[src/design/spbbd_pkg.sv]
// Shared types and constants for the smoothed position bang-bang drive unit.
package spbbd_pkg;

  localparam int unsigned SampleW = 10;
  localparam int unsigned BandW   = 10;
  localparam int unsigned DeadW   = 8;
  localparam int unsigned DutyW   = 8;
  localparam int unsigned CfgIdxW = 3;
  localparam int unsigned CfgDatW = 10;
  localparam int unsigned InTdataW  = 16;
  localparam int unsigned OutTdataW = 24;

  // Register indexes on the configuration channel.
  localparam logic [CfgIdxW-1:0] RegTarget   = 3'd0;
  localparam logic [CfgIdxW-1:0] RegDeadband = 3'd1;
  localparam logic [CfgIdxW-1:0] RegFastBand = 3'd2;
  localparam logic [CfgIdxW-1:0] RegSlowBand = 3'd3;
  localparam logic [CfgIdxW-1:0] RegFastDuty = 3'd4;
  localparam logic [CfgIdxW-1:0] RegSlowDuty = 3'd5;

  // Register reset values.
  localparam logic [SampleW-1:0] TargetRst   = 10'd127;
  localparam logic [DeadW-1:0]   DeadbandRst = 8'd5;
  localparam logic [BandW-1:0]   FastBandRst = 10'd15;
  localparam logic [BandW-1:0]   SlowBandRst = 10'd5;
  localparam logic [DutyW-1:0]   FastDutyRst = 8'd255;
  localparam logic [DutyW-1:0]   SlowDutyRst = 8'd150;

  typedef struct packed {
    logic [SampleW-1:0] target;
    logic [DeadW-1:0]   deadband;
    logic [BandW-1:0]   fast_band;
    logic [BandW-1:0]   slow_band;
    logic [DutyW-1:0]   fast_duty;
    logic [DutyW-1:0]   slow_duty;
  } cfg_t;

endpackage

[src/design/spbbd_cell.sv]
// One window cell: holds a sample and hands it to the next cell on each shift.
module spbbd_cell (
  input  logic                          clk_i,
  input  logic                          rst_ni,
  input  logic                          shift_i,
  input  logic [spbbd_pkg::SampleW-1:0] sample_i,
  output logic [spbbd_pkg::SampleW-1:0] sample_o
);
  import spbbd_pkg::*;

  logic [SampleW-1:0] sample_q;

  always_ff @(posedge clk_i or negedge rst_ni) begin
    if (!rst_ni) begin
      sample_q <= '0;
    end else if (shift_i) begin
      sample_q <= sample_i;
    end
  end

  assign sample_o = sample_q;

endmodule

[src/design/spbbd_div.sv]
// Two-stage divide of the window total by the window length (reciprocal multiply).
module spbbd_div #(
  parameter int unsigned WINDOW = 50
) (
  input  logic                                        clk_i,
  input  logic                                        rst_ni,
  input  logic                                        in_valid_i,
  output logic                                        in_ready_o,
  input  logic [$clog2(WINDOW*1023+1)-1:0]            total_i,
  output logic                                        out_valid_o,
  input  logic                                        out_ready_i,
  output logic [spbbd_pkg::SampleW-1:0]               avg_o
);
  import spbbd_pkg::*;

  localparam int unsigned TotW  = $clog2(WINDOW*1023+1);
  localparam int unsigned Shift = TotW;
  localparam int unsigned RecW  = Shift + 1;
  localparam int unsigned ProdW = TotW + RecW;
  localparam logic [RecW-1:0] Recip = RecW'((2**Shift) / WINDOW);
  localparam logic [TotW-1:0] WinT  = TotW'(WINDOW);

  logic             mul_valid_q;
  logic [ProdW-1:0] prod_q;
  logic [TotW-1:0]  total_q;
  logic             mul_ready;

  logic               avg_valid_q;
  logic [SampleW-1:0] avg_q;
  logic [SampleW-1:0] q_est;
  logic [TotW-1:0]    rem;
  logic [SampleW-1:0] avg_d;

  assign mul_ready  = !avg_valid_q || out_ready_i;
  assign in_ready_o = !mul_valid_q || mul_ready;

  always_ff @(posedge clk_i or negedge rst_ni) begin
    if (!rst_ni) begin
      mul_valid_q <= 1'b0;
    end else if (in_ready_o) begin
      mul_valid_q <= in_valid_i;
    end
  end

  always_ff @(posedge clk_i) begin
    if (in_ready_o && in_valid_i) begin
      prod_q  <= ProdW'(total_i) * ProdW'(Recip);
      total_q <= total_i;
    end
  end

  // The estimate is low by at most one; fix it with one compare on the remainder.
  always_comb begin
    q_est = prod_q[Shift +: SampleW];
    rem   = total_q - TotW'(q_est) * WinT;
    avg_d = (rem >= WinT) ? q_est + SampleW'(1) : q_est;
  end

  always_ff @(posedge clk_i or negedge rst_ni) begin
    if (!rst_ni) begin
      avg_valid_q <= 1'b0;
    end else if (mul_ready) begin
      avg_valid_q <= mul_valid_q;
    end
  end

  always_ff @(posedge clk_i) begin
    if (mul_ready && mul_valid_q) begin
      avg_q <= avg_d;
    end
  end

  assign out_valid_o = avg_valid_q;
  assign avg_o       = avg_q;

  ap_quot_exact: assert property (@(posedge clk_i) disable iff (!rst_ni)
    mul_valid_q |-> (TotW'(avg_d) * WinT <= total_q) &&
                    (total_q - TotW'(avg_d) * WinT < WinT))
    else $error("corrected quotient is not the floor of the window total");

  ap_avg_held: assert property (@(posedge clk_i) disable iff (!rst_ni)
    avg_valid_q && !out_ready_i |=> avg_valid_q && $stable(avg_q))
    else $error("quotient changed while stalled");

endmodule

[src/design/spbbd_decide.sv]
// Direction hysteresis and duty band selection, with the result register.
module spbbd_decide (
  input  logic                          clk_i,
  input  logic                          rst_ni,
  input  spbbd_pkg::cfg_t               cfg_i,
  input  logic                          in_valid_i,
  output logic                          in_ready_o,
  input  logic [spbbd_pkg::SampleW-1:0] avg_i,
  output logic                          out_valid_o,
  input  logic                          out_ready_i,
  output logic [spbbd_pkg::SampleW-1:0] avg_o,
  output logic                          cw_o,
  output logic                          ccw_o,
  output logic [spbbd_pkg::DutyW-1:0]   duty_o
);
  import spbbd_pkg::*;

  localparam int unsigned CmpW = SampleW + 2;

  logic               valid_q;
  logic [SampleW-1:0] avg_q;
  logic               cw_q;
  logic               ccw_q;
  logic [DutyW-1:0]   duty_q;
  logic               cw_d;
  logic               ccw_d;
  logic [DutyW-1:0]   duty_d;

  logic signed [CmpW-1:0] avg_s;
  logic signed [CmpW-1:0] tgt_s;
  logic signed [CmpW-1:0] lo_s;
  logic signed [CmpW-1:0] hi_s;
  logic signed [CmpW-1:0] diff_s;
  logic [SampleW-1:0]     err;

  assign in_ready_o = !valid_q || out_ready_i;

  always_comb begin
    avg_s  = signed'(CmpW'(avg_i));
    tgt_s  = signed'(CmpW'(cfg_i.target));
    lo_s   = tgt_s - signed'(CmpW'(cfg_i.deadband));
    hi_s   = tgt_s + signed'(CmpW'(cfg_i.deadband));
    diff_s = avg_s - tgt_s;
    err    = diff_s[CmpW-1] ? SampleW'(-diff_s) : SampleW'(diff_s);

    // Hold the previous direction inside the hysteresis window.
    cw_d  = cw_q;
    ccw_d = ccw_q;
    if (avg_s < lo_s) begin
      cw_d  = 1'b1;
      ccw_d = 1'b0;
    end else if (avg_s > hi_s) begin
      cw_d  = 1'b0;
      ccw_d = 1'b1;
    end

    if (err > cfg_i.fast_band) begin
      duty_d = cfg_i.fast_duty;
    end else if (err > cfg_i.slow_band) begin
      duty_d = cfg_i.slow_duty;
    end else begin
      duty_d = '0;
    end
  end

  always_ff @(posedge clk_i or negedge rst_ni) begin
    if (!rst_ni) begin
      valid_q <= 1'b0;
      cw_q    <= 1'b0;
      ccw_q   <= 1'b0;
    end else if (in_ready_o) begin
      valid_q <= in_valid_i;
      if (in_valid_i) begin
        cw_q  <= cw_d;
        ccw_q <= ccw_d;
      end
    end
  end

  always_ff @(posedge clk_i) begin
    if (in_ready_o && in_valid_i) begin
      avg_q  <= avg_i;
      duty_q <= duty_d;
    end
  end

  assign out_valid_o = valid_q;
  assign avg_o       = avg_q;
  assign cw_o        = cw_q;
  assign ccw_o       = ccw_q;
  assign duty_o      = duty_q;

endmodule

[src/design/smoothed_position_bang_bang_drive_unit.sv]
// Top level of the smoothed position bang-bang drive unit.
//
// Each input transaction carries one converter sample. The samples shift through a chain of
// WINDOW cells (cleared to zero at reset) while a running total is updated by adding the new
// sample and dropping the one leaving the last cell. The total is divided by WINDOW in two
// stages, then the hysteresis and duty bands are applied in the result register. The unit
// takes one sample per clock cycle sustained while the result side keeps tready high; an
// accepted sample loads the first of four registered stages (total, reciprocal product,
// corrected quotient, decision) on the accepting edge. Back pressure on the result side
// stalls only the stages behind a full one. Configuration writes are accepted at any time
// and must be issued while the unit is idle; indexes beyond the register list are ignored.
module smoothed_position_bang_bang_drive_unit #(
  parameter int unsigned WINDOW = 50
) (
  input  logic                              clk_i,
  input  logic                              rst_ni,
  // tdata: [9:0] position_sample
  input  logic                              s_axis_tvalid,
  output logic                              s_axis_tready,
  input  logic [spbbd_pkg::InTdataW-1:0]    s_axis_tdata,
  // tdata: [9:0] smoothed_position, [10] drive_cw, [11] drive_ccw, [19:12] duty
  output logic                              m_axis_tvalid,
  input  logic                              m_axis_tready,
  output logic [spbbd_pkg::OutTdataW-1:0]   m_axis_tdata,
  input  logic                              cfg_valid_i,
  output logic                              cfg_ready_o,
  input  logic [spbbd_pkg::CfgIdxW-1:0]     cfg_index_i,
  input  logic [spbbd_pkg::CfgDatW-1:0]     cfg_data_i
);
  import spbbd_pkg::*;

  localparam int unsigned TotW = $clog2(WINDOW*1023+1);
  localparam logic [TotW-1:0] TotMax = TotW'(WINDOW*1023);

  cfg_t cfg_q;

  logic [SampleW-1:0] chain [WINDOW+1];
  logic               accept;
  logic               tot_valid_q;
  logic [TotW-1:0]    total_q;
  logic               div_ready;
  logic               div_valid;
  logic [SampleW-1:0] div_avg;
  logic               dec_ready;
  logic [SampleW-1:0] res_avg;
  logic               res_cw;
  logic               res_ccw;
  logic [DutyW-1:0]   res_duty;

  // Configuration registers.
  assign cfg_ready_o = 1'b1;

  always_ff @(posedge clk_i or negedge rst_ni) begin
    if (!rst_ni) begin
      cfg_q.target    <= TargetRst;
      cfg_q.deadband  <= DeadbandRst;
      cfg_q.fast_band <= FastBandRst;
      cfg_q.slow_band <= SlowBandRst;
      cfg_q.fast_duty <= FastDutyRst;
      cfg_q.slow_duty <= SlowDutyRst;
    end else if (cfg_valid_i) begin
      case (cfg_index_i)
        RegTarget:   cfg_q.target    <= cfg_data_i;
        RegDeadband: cfg_q.deadband  <= cfg_data_i[DeadW-1:0];
        RegFastBand: cfg_q.fast_band <= cfg_data_i;
        RegSlowBand: cfg_q.slow_band <= cfg_data_i;
        RegFastDuty: cfg_q.fast_duty <= cfg_data_i[DutyW-1:0];
        RegSlowDuty: cfg_q.slow_duty <= cfg_data_i[DutyW-1:0];
        default: ;
      endcase
    end
  end

  // Sample window.
  assign s_axis_tready = !tot_valid_q || div_ready;
  assign accept        = s_axis_tvalid && s_axis_tready;
  assign chain[0]      = s_axis_tdata[SampleW-1:0];

  for (genvar g = 0; g < WINDOW; g++) begin : g_cell
    spbbd_cell u_cell (
      .clk_i    (clk_i),
      .rst_ni   (rst_ni),
      .shift_i  (accept),
      .sample_i (chain[g]),
      .sample_o (chain[g+1])
    );
  end

  always_ff @(posedge clk_i or negedge rst_ni) begin
    if (!rst_ni) begin
      tot_valid_q <= 1'b0;
      total_q     <= '0;
    end else begin
      if (s_axis_tready) begin
        tot_valid_q <= s_axis_tvalid;
      end
      if (accept) begin
        // Add the new sample, drop the one leaving the last cell.
        total_q <= total_q - TotW'(chain[WINDOW]) + TotW'(chain[0]);
      end
    end
  end

  spbbd_div #(
    .WINDOW (WINDOW)
  ) u_div (
    .clk_i       (clk_i),
    .rst_ni      (rst_ni),
    .in_valid_i  (tot_valid_q),
    .in_ready_o  (div_ready),
    .total_i     (total_q),
    .out_valid_o (div_valid),
    .out_ready_i (dec_ready),
    .avg_o       (div_avg)
  );

  spbbd_decide u_decide (
    .clk_i       (clk_i),
    .rst_ni      (rst_ni),
    .cfg_i       (cfg_q),
    .in_valid_i  (div_valid),
    .in_ready_o  (dec_ready),
    .avg_i       (div_avg),
    .out_valid_o (m_axis_tvalid),
    .out_ready_i (m_axis_tready),
    .avg_o       (res_avg),
    .cw_o        (res_cw),
    .ccw_o       (res_ccw),
    .duty_o      (res_duty)
  );

  assign m_axis_tdata = {{(OutTdataW-SampleW-2-DutyW){1'b0}}, res_duty, res_ccw, res_cw,
                         res_avg};

  ap_dir_exclusive: assert property (@(posedge clk_i) disable iff (!rst_ni)
    !(res_cw && res_ccw))
    else $error("both drive directions enabled");

  ap_total_bound: assert property (@(posedge clk_i) disable iff (!rst_ni)
    total_q <= TotMax)
    else $error("window total out of range");

  ap_empty_ready: assert property (@(posedge clk_i) disable iff (!rst_ni)
    !tot_valid_q |-> s_axis_tready)
    else $error("input stalled with empty total stage");

  ap_dir_held: assert property (@(posedge clk_i) disable iff (!rst_ni)
    !(div_valid && dec_ready) |=> $stable(res_cw) && $stable(res_ccw))
    else $error("direction changed without a transaction");

endmodule

[config.mk]
export PLATFORM = sky130hd
export DESIGN_NAME = smoothed_position_bang_bang_drive_unit
export DESIGN_NICKNAME = d
export VERILOG_FILES = /design/src/design/spbbd_pkg.sv /design/src/design/spbbd_cell.sv /design/src/design/spbbd_div.sv /design/src/design/spbbd_decide.sv /design/src/design/smoothed_position_bang_bang_drive_unit.sv
export SDC_FILE = /design/constraint.sdc
export NUM_CORES = 2
export LEC_CHECK = 0
export BUFFER_PORTS_ARGS = -buffer_cell sky130_fd_sc_hd__buf_2
export CORE_ASPECT_RATIO = 0.8
export CORE_MARGIN = 1.5
export CORE_UTILIZATION = 25
export CTS_CLUSTER_DIAMETER = 50
export CTS_CLUSTER_SIZE = 25
export DETAILED_ROUTE_END_ITERATION = 8
export SLEW_MARGIN = 15
export SYNTH_ARGS = -nofsm -noshare
export SYNTH_HDL_FRONTEND = slang
export SYNTH_SLANG_ARGS = --single-unit
[constraint.sdc]
create_clock -name clk_i -period 4.72 [get_ports clk_i]
set_input_delay 0.944 -clock clk_i [delete_from_list [all_inputs] [get_ports clk_i]]
set_output_delay 0.944 -clock clk_i [all_outputs]
set_load 0.01 [all_outputs]
# --- Yosys cells after proc, flatten, opt, wreduce, memory -nomap -nowiden ---
# Cells that the tools add are included.
classes:
  addsub: 8
  shift: 0
  n_lt_le_gt_ge: 5
  reduce_logical: 21
  mux: 8
  n_mul: 2
  bitwise_logic: 0
  n_eq_ne: 5
  div: 0
op_table:
  columns: ["cell", "n"]
  rows:
  - ["16-bit by 10-bit multiplier with 25-bit output (second input constant)", 1]
  - ["10-bit greater-than comparator", 2]
  - ["10-bit two-way mux", 2]
  - ["16-bit by 10-bit adder with 16-bit output", 1]
  - ["16-bit by 6-bit greater-or-equal comparator with 1-bit output (second input constant)", 1]
  - ["8-bit two-way mux", 2]
  - ["16-bit by 10-bit subtractor with 16-bit output", 1]
  - ["16-bit subtractor", 1]
  - ["10-bit by 5-bit multiplier with 15-bit output (second input constant)", 1]
  - ["11-bit by 12-bit greater-than comparator with 1-bit output", 1]
  - ["11-bit by 12-bit < comparator with 1-bit output", 1]
  - ["2-bit AND reduction", 6]
  - ["10-bit by 8-bit adder with 11-bit output", 1]
  - ["10-bit by 10-bit subtractor with 11-bit output", 1]
  - ["10-bit by 8-bit subtractor with 11-bit output", 1]
  - ["10-bit by 1-bit adder with 10-bit output (second input constant)", 1]
  - ["10-bit negator", 1]
  - ["3-bit by 2-bit equality test with 1-bit output (second input constant)", 2]
  - ["3-bit equality test (second input constant)", 2]
  - ["1-bit logical AND", 4]
  - ["1-bit logical NOT", 4]
  - ["1-bit logical OR", 4]
  - ["1-bit two-way mux", 4]
  - ["3-bit by 1-bit equality test with 1-bit output (second input constant)", 1]
  - ["3 further kinds", 3]
word_totals:
  register_bits: 645
  latch_bits: 0
  rom_bits: 0
  n_memories: 0
  out_inout_bits: 27
  input_bits: 34
  ramBits: 0

# --- Logic depth before layout (Yosys ltp) ---
depth:
  depth_word: 6
  ltp_mapped: 24

# --- Cells and area by module ---
# From an unflattened synthesis, not the netlist that was laid out.
hier_totals:
  hier_cells: 2255
  hier_area_um2: 33017.9
modules_own_cells:
  columns: ["mod", "instances", "area_per_inst_um2", "seq_area_each_um2", "cells_per_inst"]
  rows:
  - ["spbbd_cell", 50, 411.6, 250.2, 21]
  - ["spbbd_div", 1, 5515.3, 1101.1, 507]
  - ["smoothed_position_bang_bang_drive_unit", 1, 3945.0, 1810.5, 356]
  - ["spbbd_decide", 1, 2975.4, 615.6, 342]

# --- Least setup slack after synthesis ---
# Ideal clock, no wire load.
synth_path:
  path_type: "flip-flop to flip-flop"
  from: "register total_q[10]"
  to: "register u_div.prod_q[25], data pin"
  path_stages_with_launch: 16
  required_ns: 4.460
  slack_ns: -0.032
  arrival_time_ns: 4.492
  path_buffers: 0
  period_less_slack_ns: 4.752
  path_cell_list: "dfrtp_1 fa_1 ha_1 inv_1 fa_1 fa_1 inv_1 fa_1 ha_1 a211oi_1 o221a_2 o221ai_2 a211o_1 a211oi_1 o21bai_1 xnor2_1"
synth_via:
  elab_chain_len: 1
synth_rtl:
  columns: ["item", "line", "text"]
  rows:
  - ["start, declared", "smoothed_position_bang_bang_drive_unit.sv:40", "logic [TotW-1:0] total_q;"]
  - ["start signal, assigned", "smoothed_position_bang_bang_drive_unit.sv:99", "total_q <= total_q - TotW'(chain[WINDOW]) + TotW'(chain[0]);"]
  - ["16-bit by 10-bit multiplier with 25-bit output", "spbbd_div.sv:47", "prod_q <= ProdW'(total_i) * ProdW'(Recip);"]
  - ["end signal, assigned", "spbbd_div.sv:47", null]
  - ["end, declared", "spbbd_div.sv:24", "logic [ProdW-1:0] prod_q;"]
# Every way passes these cells.
# A chain may end at the register's enable or synchronous reset.

# --- Worst setup path after layout ---
layout_path:
  from: "register u_div.prod_q[19]"
  to: "register u_div.avg_q[3] (netlist: u_div.avg_o[3]), data pin"
layout_via:
  elab_chain_len: 4
layout_rtl:
  columns: ["item", "line", "text"]
  rows:
  - ["10-bit by 5-bit multiplier with 15-bit output", "spbbd_div.sv:55", "rem = total_q - TotW'(q_est) * WinT;"]
  - ["16-bit subtractor", "spbbd_div.sv:55", null]
  - ["16-bit by 6-bit greater-or-equal comparator with 1-bit output", "spbbd_div.sv:56", "avg_d = (rem >= WinT) ? q_est + SampleW'(1) : q_est;"]
  - ["10-bit two-way mux (*)", "spbbd_div.sv:56", null]
  - ["net u_div.avg_d[3]", "spbbd_div.sv:32", "logic [SampleW-1:0] avg_d;"]
  - ["end signal, assigned", "spbbd_div.sv:69", "avg_q <= avg_d;"]
  - ["end, declared", "spbbd_div.sv:29", "logic [SampleW-1:0] avg_q;"]
# Mark *: on every way through the listed nets, which the timed path passes. The rest lies on a longest branch.

==> results.py <==
metrics = {
    "status": {
        "status": "finished clean",
    },
    "routing": {
        "wl_per_cell_um": 11.7,
        "postRouteAntennaNets": 0,
        "wl_met3_um": 1910,
        "routed_wl_um": 59200,
        "dr.max_layer_used": "met5",
        "drtPass1Iterations": 5,
        "drcViolationCount": 0,
        "dr_wl_met2_um": 25100,
        "first_iter_violations": 1430,
        "m1WireLength_um": 31100,
        "vias": 20800,
        "vias_per_cell": 4.12,
    },
    "job": {
        "drv_cap": 0,
    },
    "cts": {
        "tritoncts_num_sinks": 629,
        "clkSlewWorstSetupHoldPaths_ns": 0.07,
        "clkLatencyLatePin_ns": 0.63,
        "cts_made_buffers": 51,
        "hold_buffers": 0,
        "htreeDepth": 2,
        "clockRootBuffer": "clkbuf_16",
        "cts_tree": "built",
        "clockBufferDepth": 3,
    },
    "grt": {
        "grt_pass1_vias": 20700,
        "grt_max_degree": 128,
        "grt_pass1_wl_um": 103000,
        "grt_remaining_overflow": 0,
        "grt_use_total_pct": 9.68,
        "antenna_found_initial": 2,
    },
    "timing": {
        "period_share_pct": 99.9,
        "rsz0062_at_grt": "yes",
        "tightest_slew_ns": 0.838,
        "relSlewSlack_pct": 44.1,
        "finalHoldViolations": 0,
        "max_freq_mhz": 212,
        "tns_ns": 0,
        "setup_viol": 0,
        "whs_ns": 0.320,
        "period_needed_ns": 4.71,
        "fin_skew_ns": 0.0410,
        "drv_slew": 0,
    },
    "setup_path": {
        "cp_data_required_time_ns": 5.06,
        "crit_type": "reg2reg",
        "cp-start-kind": "flip-flop",
        "rrSetupSlack_ns": 0.005,
        "cp.arrival_ns": 5.06,
        "crit_fanout": 6,
        "cp-end-kind": "flip-flop",
    },
    "placement": {
        "dp_hpwl_um": 39100,
        "dp_cells": 4927,
        "gp_congestion": 0.870,
        "portBuffers": 49,
    },
    "floorplanning": {
        "die_area_um2": 124000,
        "rows": 114,
        "dieWidth_um": 394,
        "start_util_pct": 25.2,
        "core_area_um2": 121000,
        "io_pins": 61,
        "chipHeight_um": 315,
    },
    "yosys": {
        "syn-cell-area_um2": 30500,
        "synth_area_per_cell_um2": 9.32,
        "synth-main-ff-cell": "dfrtp_1",
        "synth-edff-count": 53,
        "synth-seq-area-share_pct": 52.6,
        "postSynth.asyncResetShare_pct": 91.6,
        "ys_seq_elements": 629,
        "synthCells": 3272,
        "yosysUniqueCellTypes": 67,
        "synth_warnings": 0,
    },
    "cells_and_area": {
        "nNetsFinal": 3700,
        "mostFrequentLayoutCells": "nand2_1, dfrtp_1, ha_1, inv_1, buf_4",
        "finalNonFillerCells": 5042,
        "drive_gt1_share_pct": 11.6,
        "layout_commonest_cell": "nand2_1",
        "syn2layout_area_growth_pct": 16.7,
    },
    "worst_hold_path": {
        "hp-class": "in2async",
    },
}
[through the flow]
step / utilization, % / instance area, um2 / worst slack [ns]
floorplan: - / 30500 / 0.0190
global placement: 27.5 / 33300 / -0.303
detailed placement: 27.5 / 33300 / -0.349
CTS: 29.2 / 35400 / -0.00809
global route: 29.4 / 35600 / -0.269
finish: 29.4 / 35600 / 0.00508
[repair_timing]
item / CTS / global route
endpoints found under the setup margin: 21 / 24
setup buffers: 10 / 7
gates cloned: 1 / 0
pin swaps: 42 / 20
resized for setup: 40 / 31
[per-layer routing]
layer  vias to the layer above  global-route usage, %
met2                       174                   14.7
met5                         -                      0
met1                      9992                   14.3
met3                        76                   1.72
met4                         2                   2.31
li1                      10500                      -
[worst max-delay path, cell delays in order, from the launching register on]
cell and delay [ns]:
edfxtp_1 0.45, ha_1 0.34, ha_1 0.30, inv_2 0.04, fa_1 0.48, inv_2 0.05
ha_4 0.26, inv_2 0.03, o21bai_1 0.16, a21oi_2 0.09, o21ai_2 0.15, a21oi_2 0.07
o21bai_1 0.15, a21oi_1 0.09, xor2_1 0.17, ha_1 0.36, nor2_1 0.12, o21ai_1 0.09
a221o_1 0.33, nor4_2 0.13, nand4_1 0.22, buf_6 0.21, nand2_1 0.09, xnor2_1 0.09
[path summary, 6_finish.rpt]
path | startpoint | to | cells after the start
setup / recovery | u_div.prod_q[19] | u_div.avg_o[3] | 23
hold / removal | rst_ni | cfg_q[33] | 1
setup reg to reg | u_div.prod_q[19] | u_div.avg_o[3] | 23
hold reg to reg | g_cell[9].u_cell.sample_o[6] | g_cell[10].u_cell.sample_o[6] | 2
max in group asynchronous | rst_ni | g_cell[35].u_cell.sample_o[2] | 2
min in group clk_i | g_cell[9].u_cell.sample_o[6] | g_cell[10].u_cell.sample_o[6] | 2
[registers in the layout, indices dropped and copies added (netlist names), 8 cells and up]
| name | cells |
|---|---|
| u_decide.duty_o | 8 |
| cfg_q | 54 |
| u_decide.avg_o | 10 |
| u_div.avg_o | 10 |
| total_q | 16 |
| u_div.total_q | 15 |
| g_cell.u_cell.sample_o | 500 |
| u_div.prod_q | 10 |
[cell usage after synthesis (3+ instances only)]
cell          n  area share (%)
nor2_1       32            0.39
xor2_1       20            0.57
nor3_1       12            0.20
or3_1         8            0.16
xnor2_1      54             1.6
mux2_2       29             1.1
clkbuf_1    109             1.3
a31oi_1       3           0.062
o31ai_1       7            0.17
o21a_1       15            0.37
a22o_1        8            0.23
fa_1         65             4.3
nor2b_1      13            0.27
nand2b_1      8            0.16
a21oi_1      45            0.74
o2111ai_1     5            0.14
buf_1        12            0.15
o21ai_0      85             1.4
a2111oi_0     3           0.086
a211oi_1      7            0.17
or2_2         3           0.062
a21boi_0      3           0.074
dfrtp_1     549              45
o211ai_1      8            0.20
buf_4         7            0.17
nand4_1      10            0.21
a21o_1       22            0.54
nand3_1      17            0.28
nand2_1    1562              19
dfstp_2      27             2.3
inv_1       187             2.3
and2_1        7            0.14
and3_1        4           0.082
o21bai_1      4           0.098
edfxtp_1     53             5.2
ha_1        226             9.3
[kinds of logic (layout without fill, tap and decap cells)]
logic type      after synthesis  count (layout)  share of synthesized area (%)
simple gates               1691            1691                           21.6
mux                          30              30                           1.10
compound gates              239             239                           5.00
buf+inv                     316             458                           4.00
fa+ha+maj                   291             291                           13.5
other cells                   2               6                         0.0246
flops                       629             629                           52.6
xor+xnor                     74              74                           2.12
[cell type report]
cell class,instances,area (um2)
clock buffers,60,1370
well taps,1624,2030
fillers,12800,85400
inverters,187,702
clock inverters,35,410
repair buffers,176,1440
diodes,1,2.50
flip-flops and latches,629,16000
multi-input cells,2330,13600
Power is not shown: default switching activity piles up to over one toggle a cycle in this logic, so the estimate is an artifact.
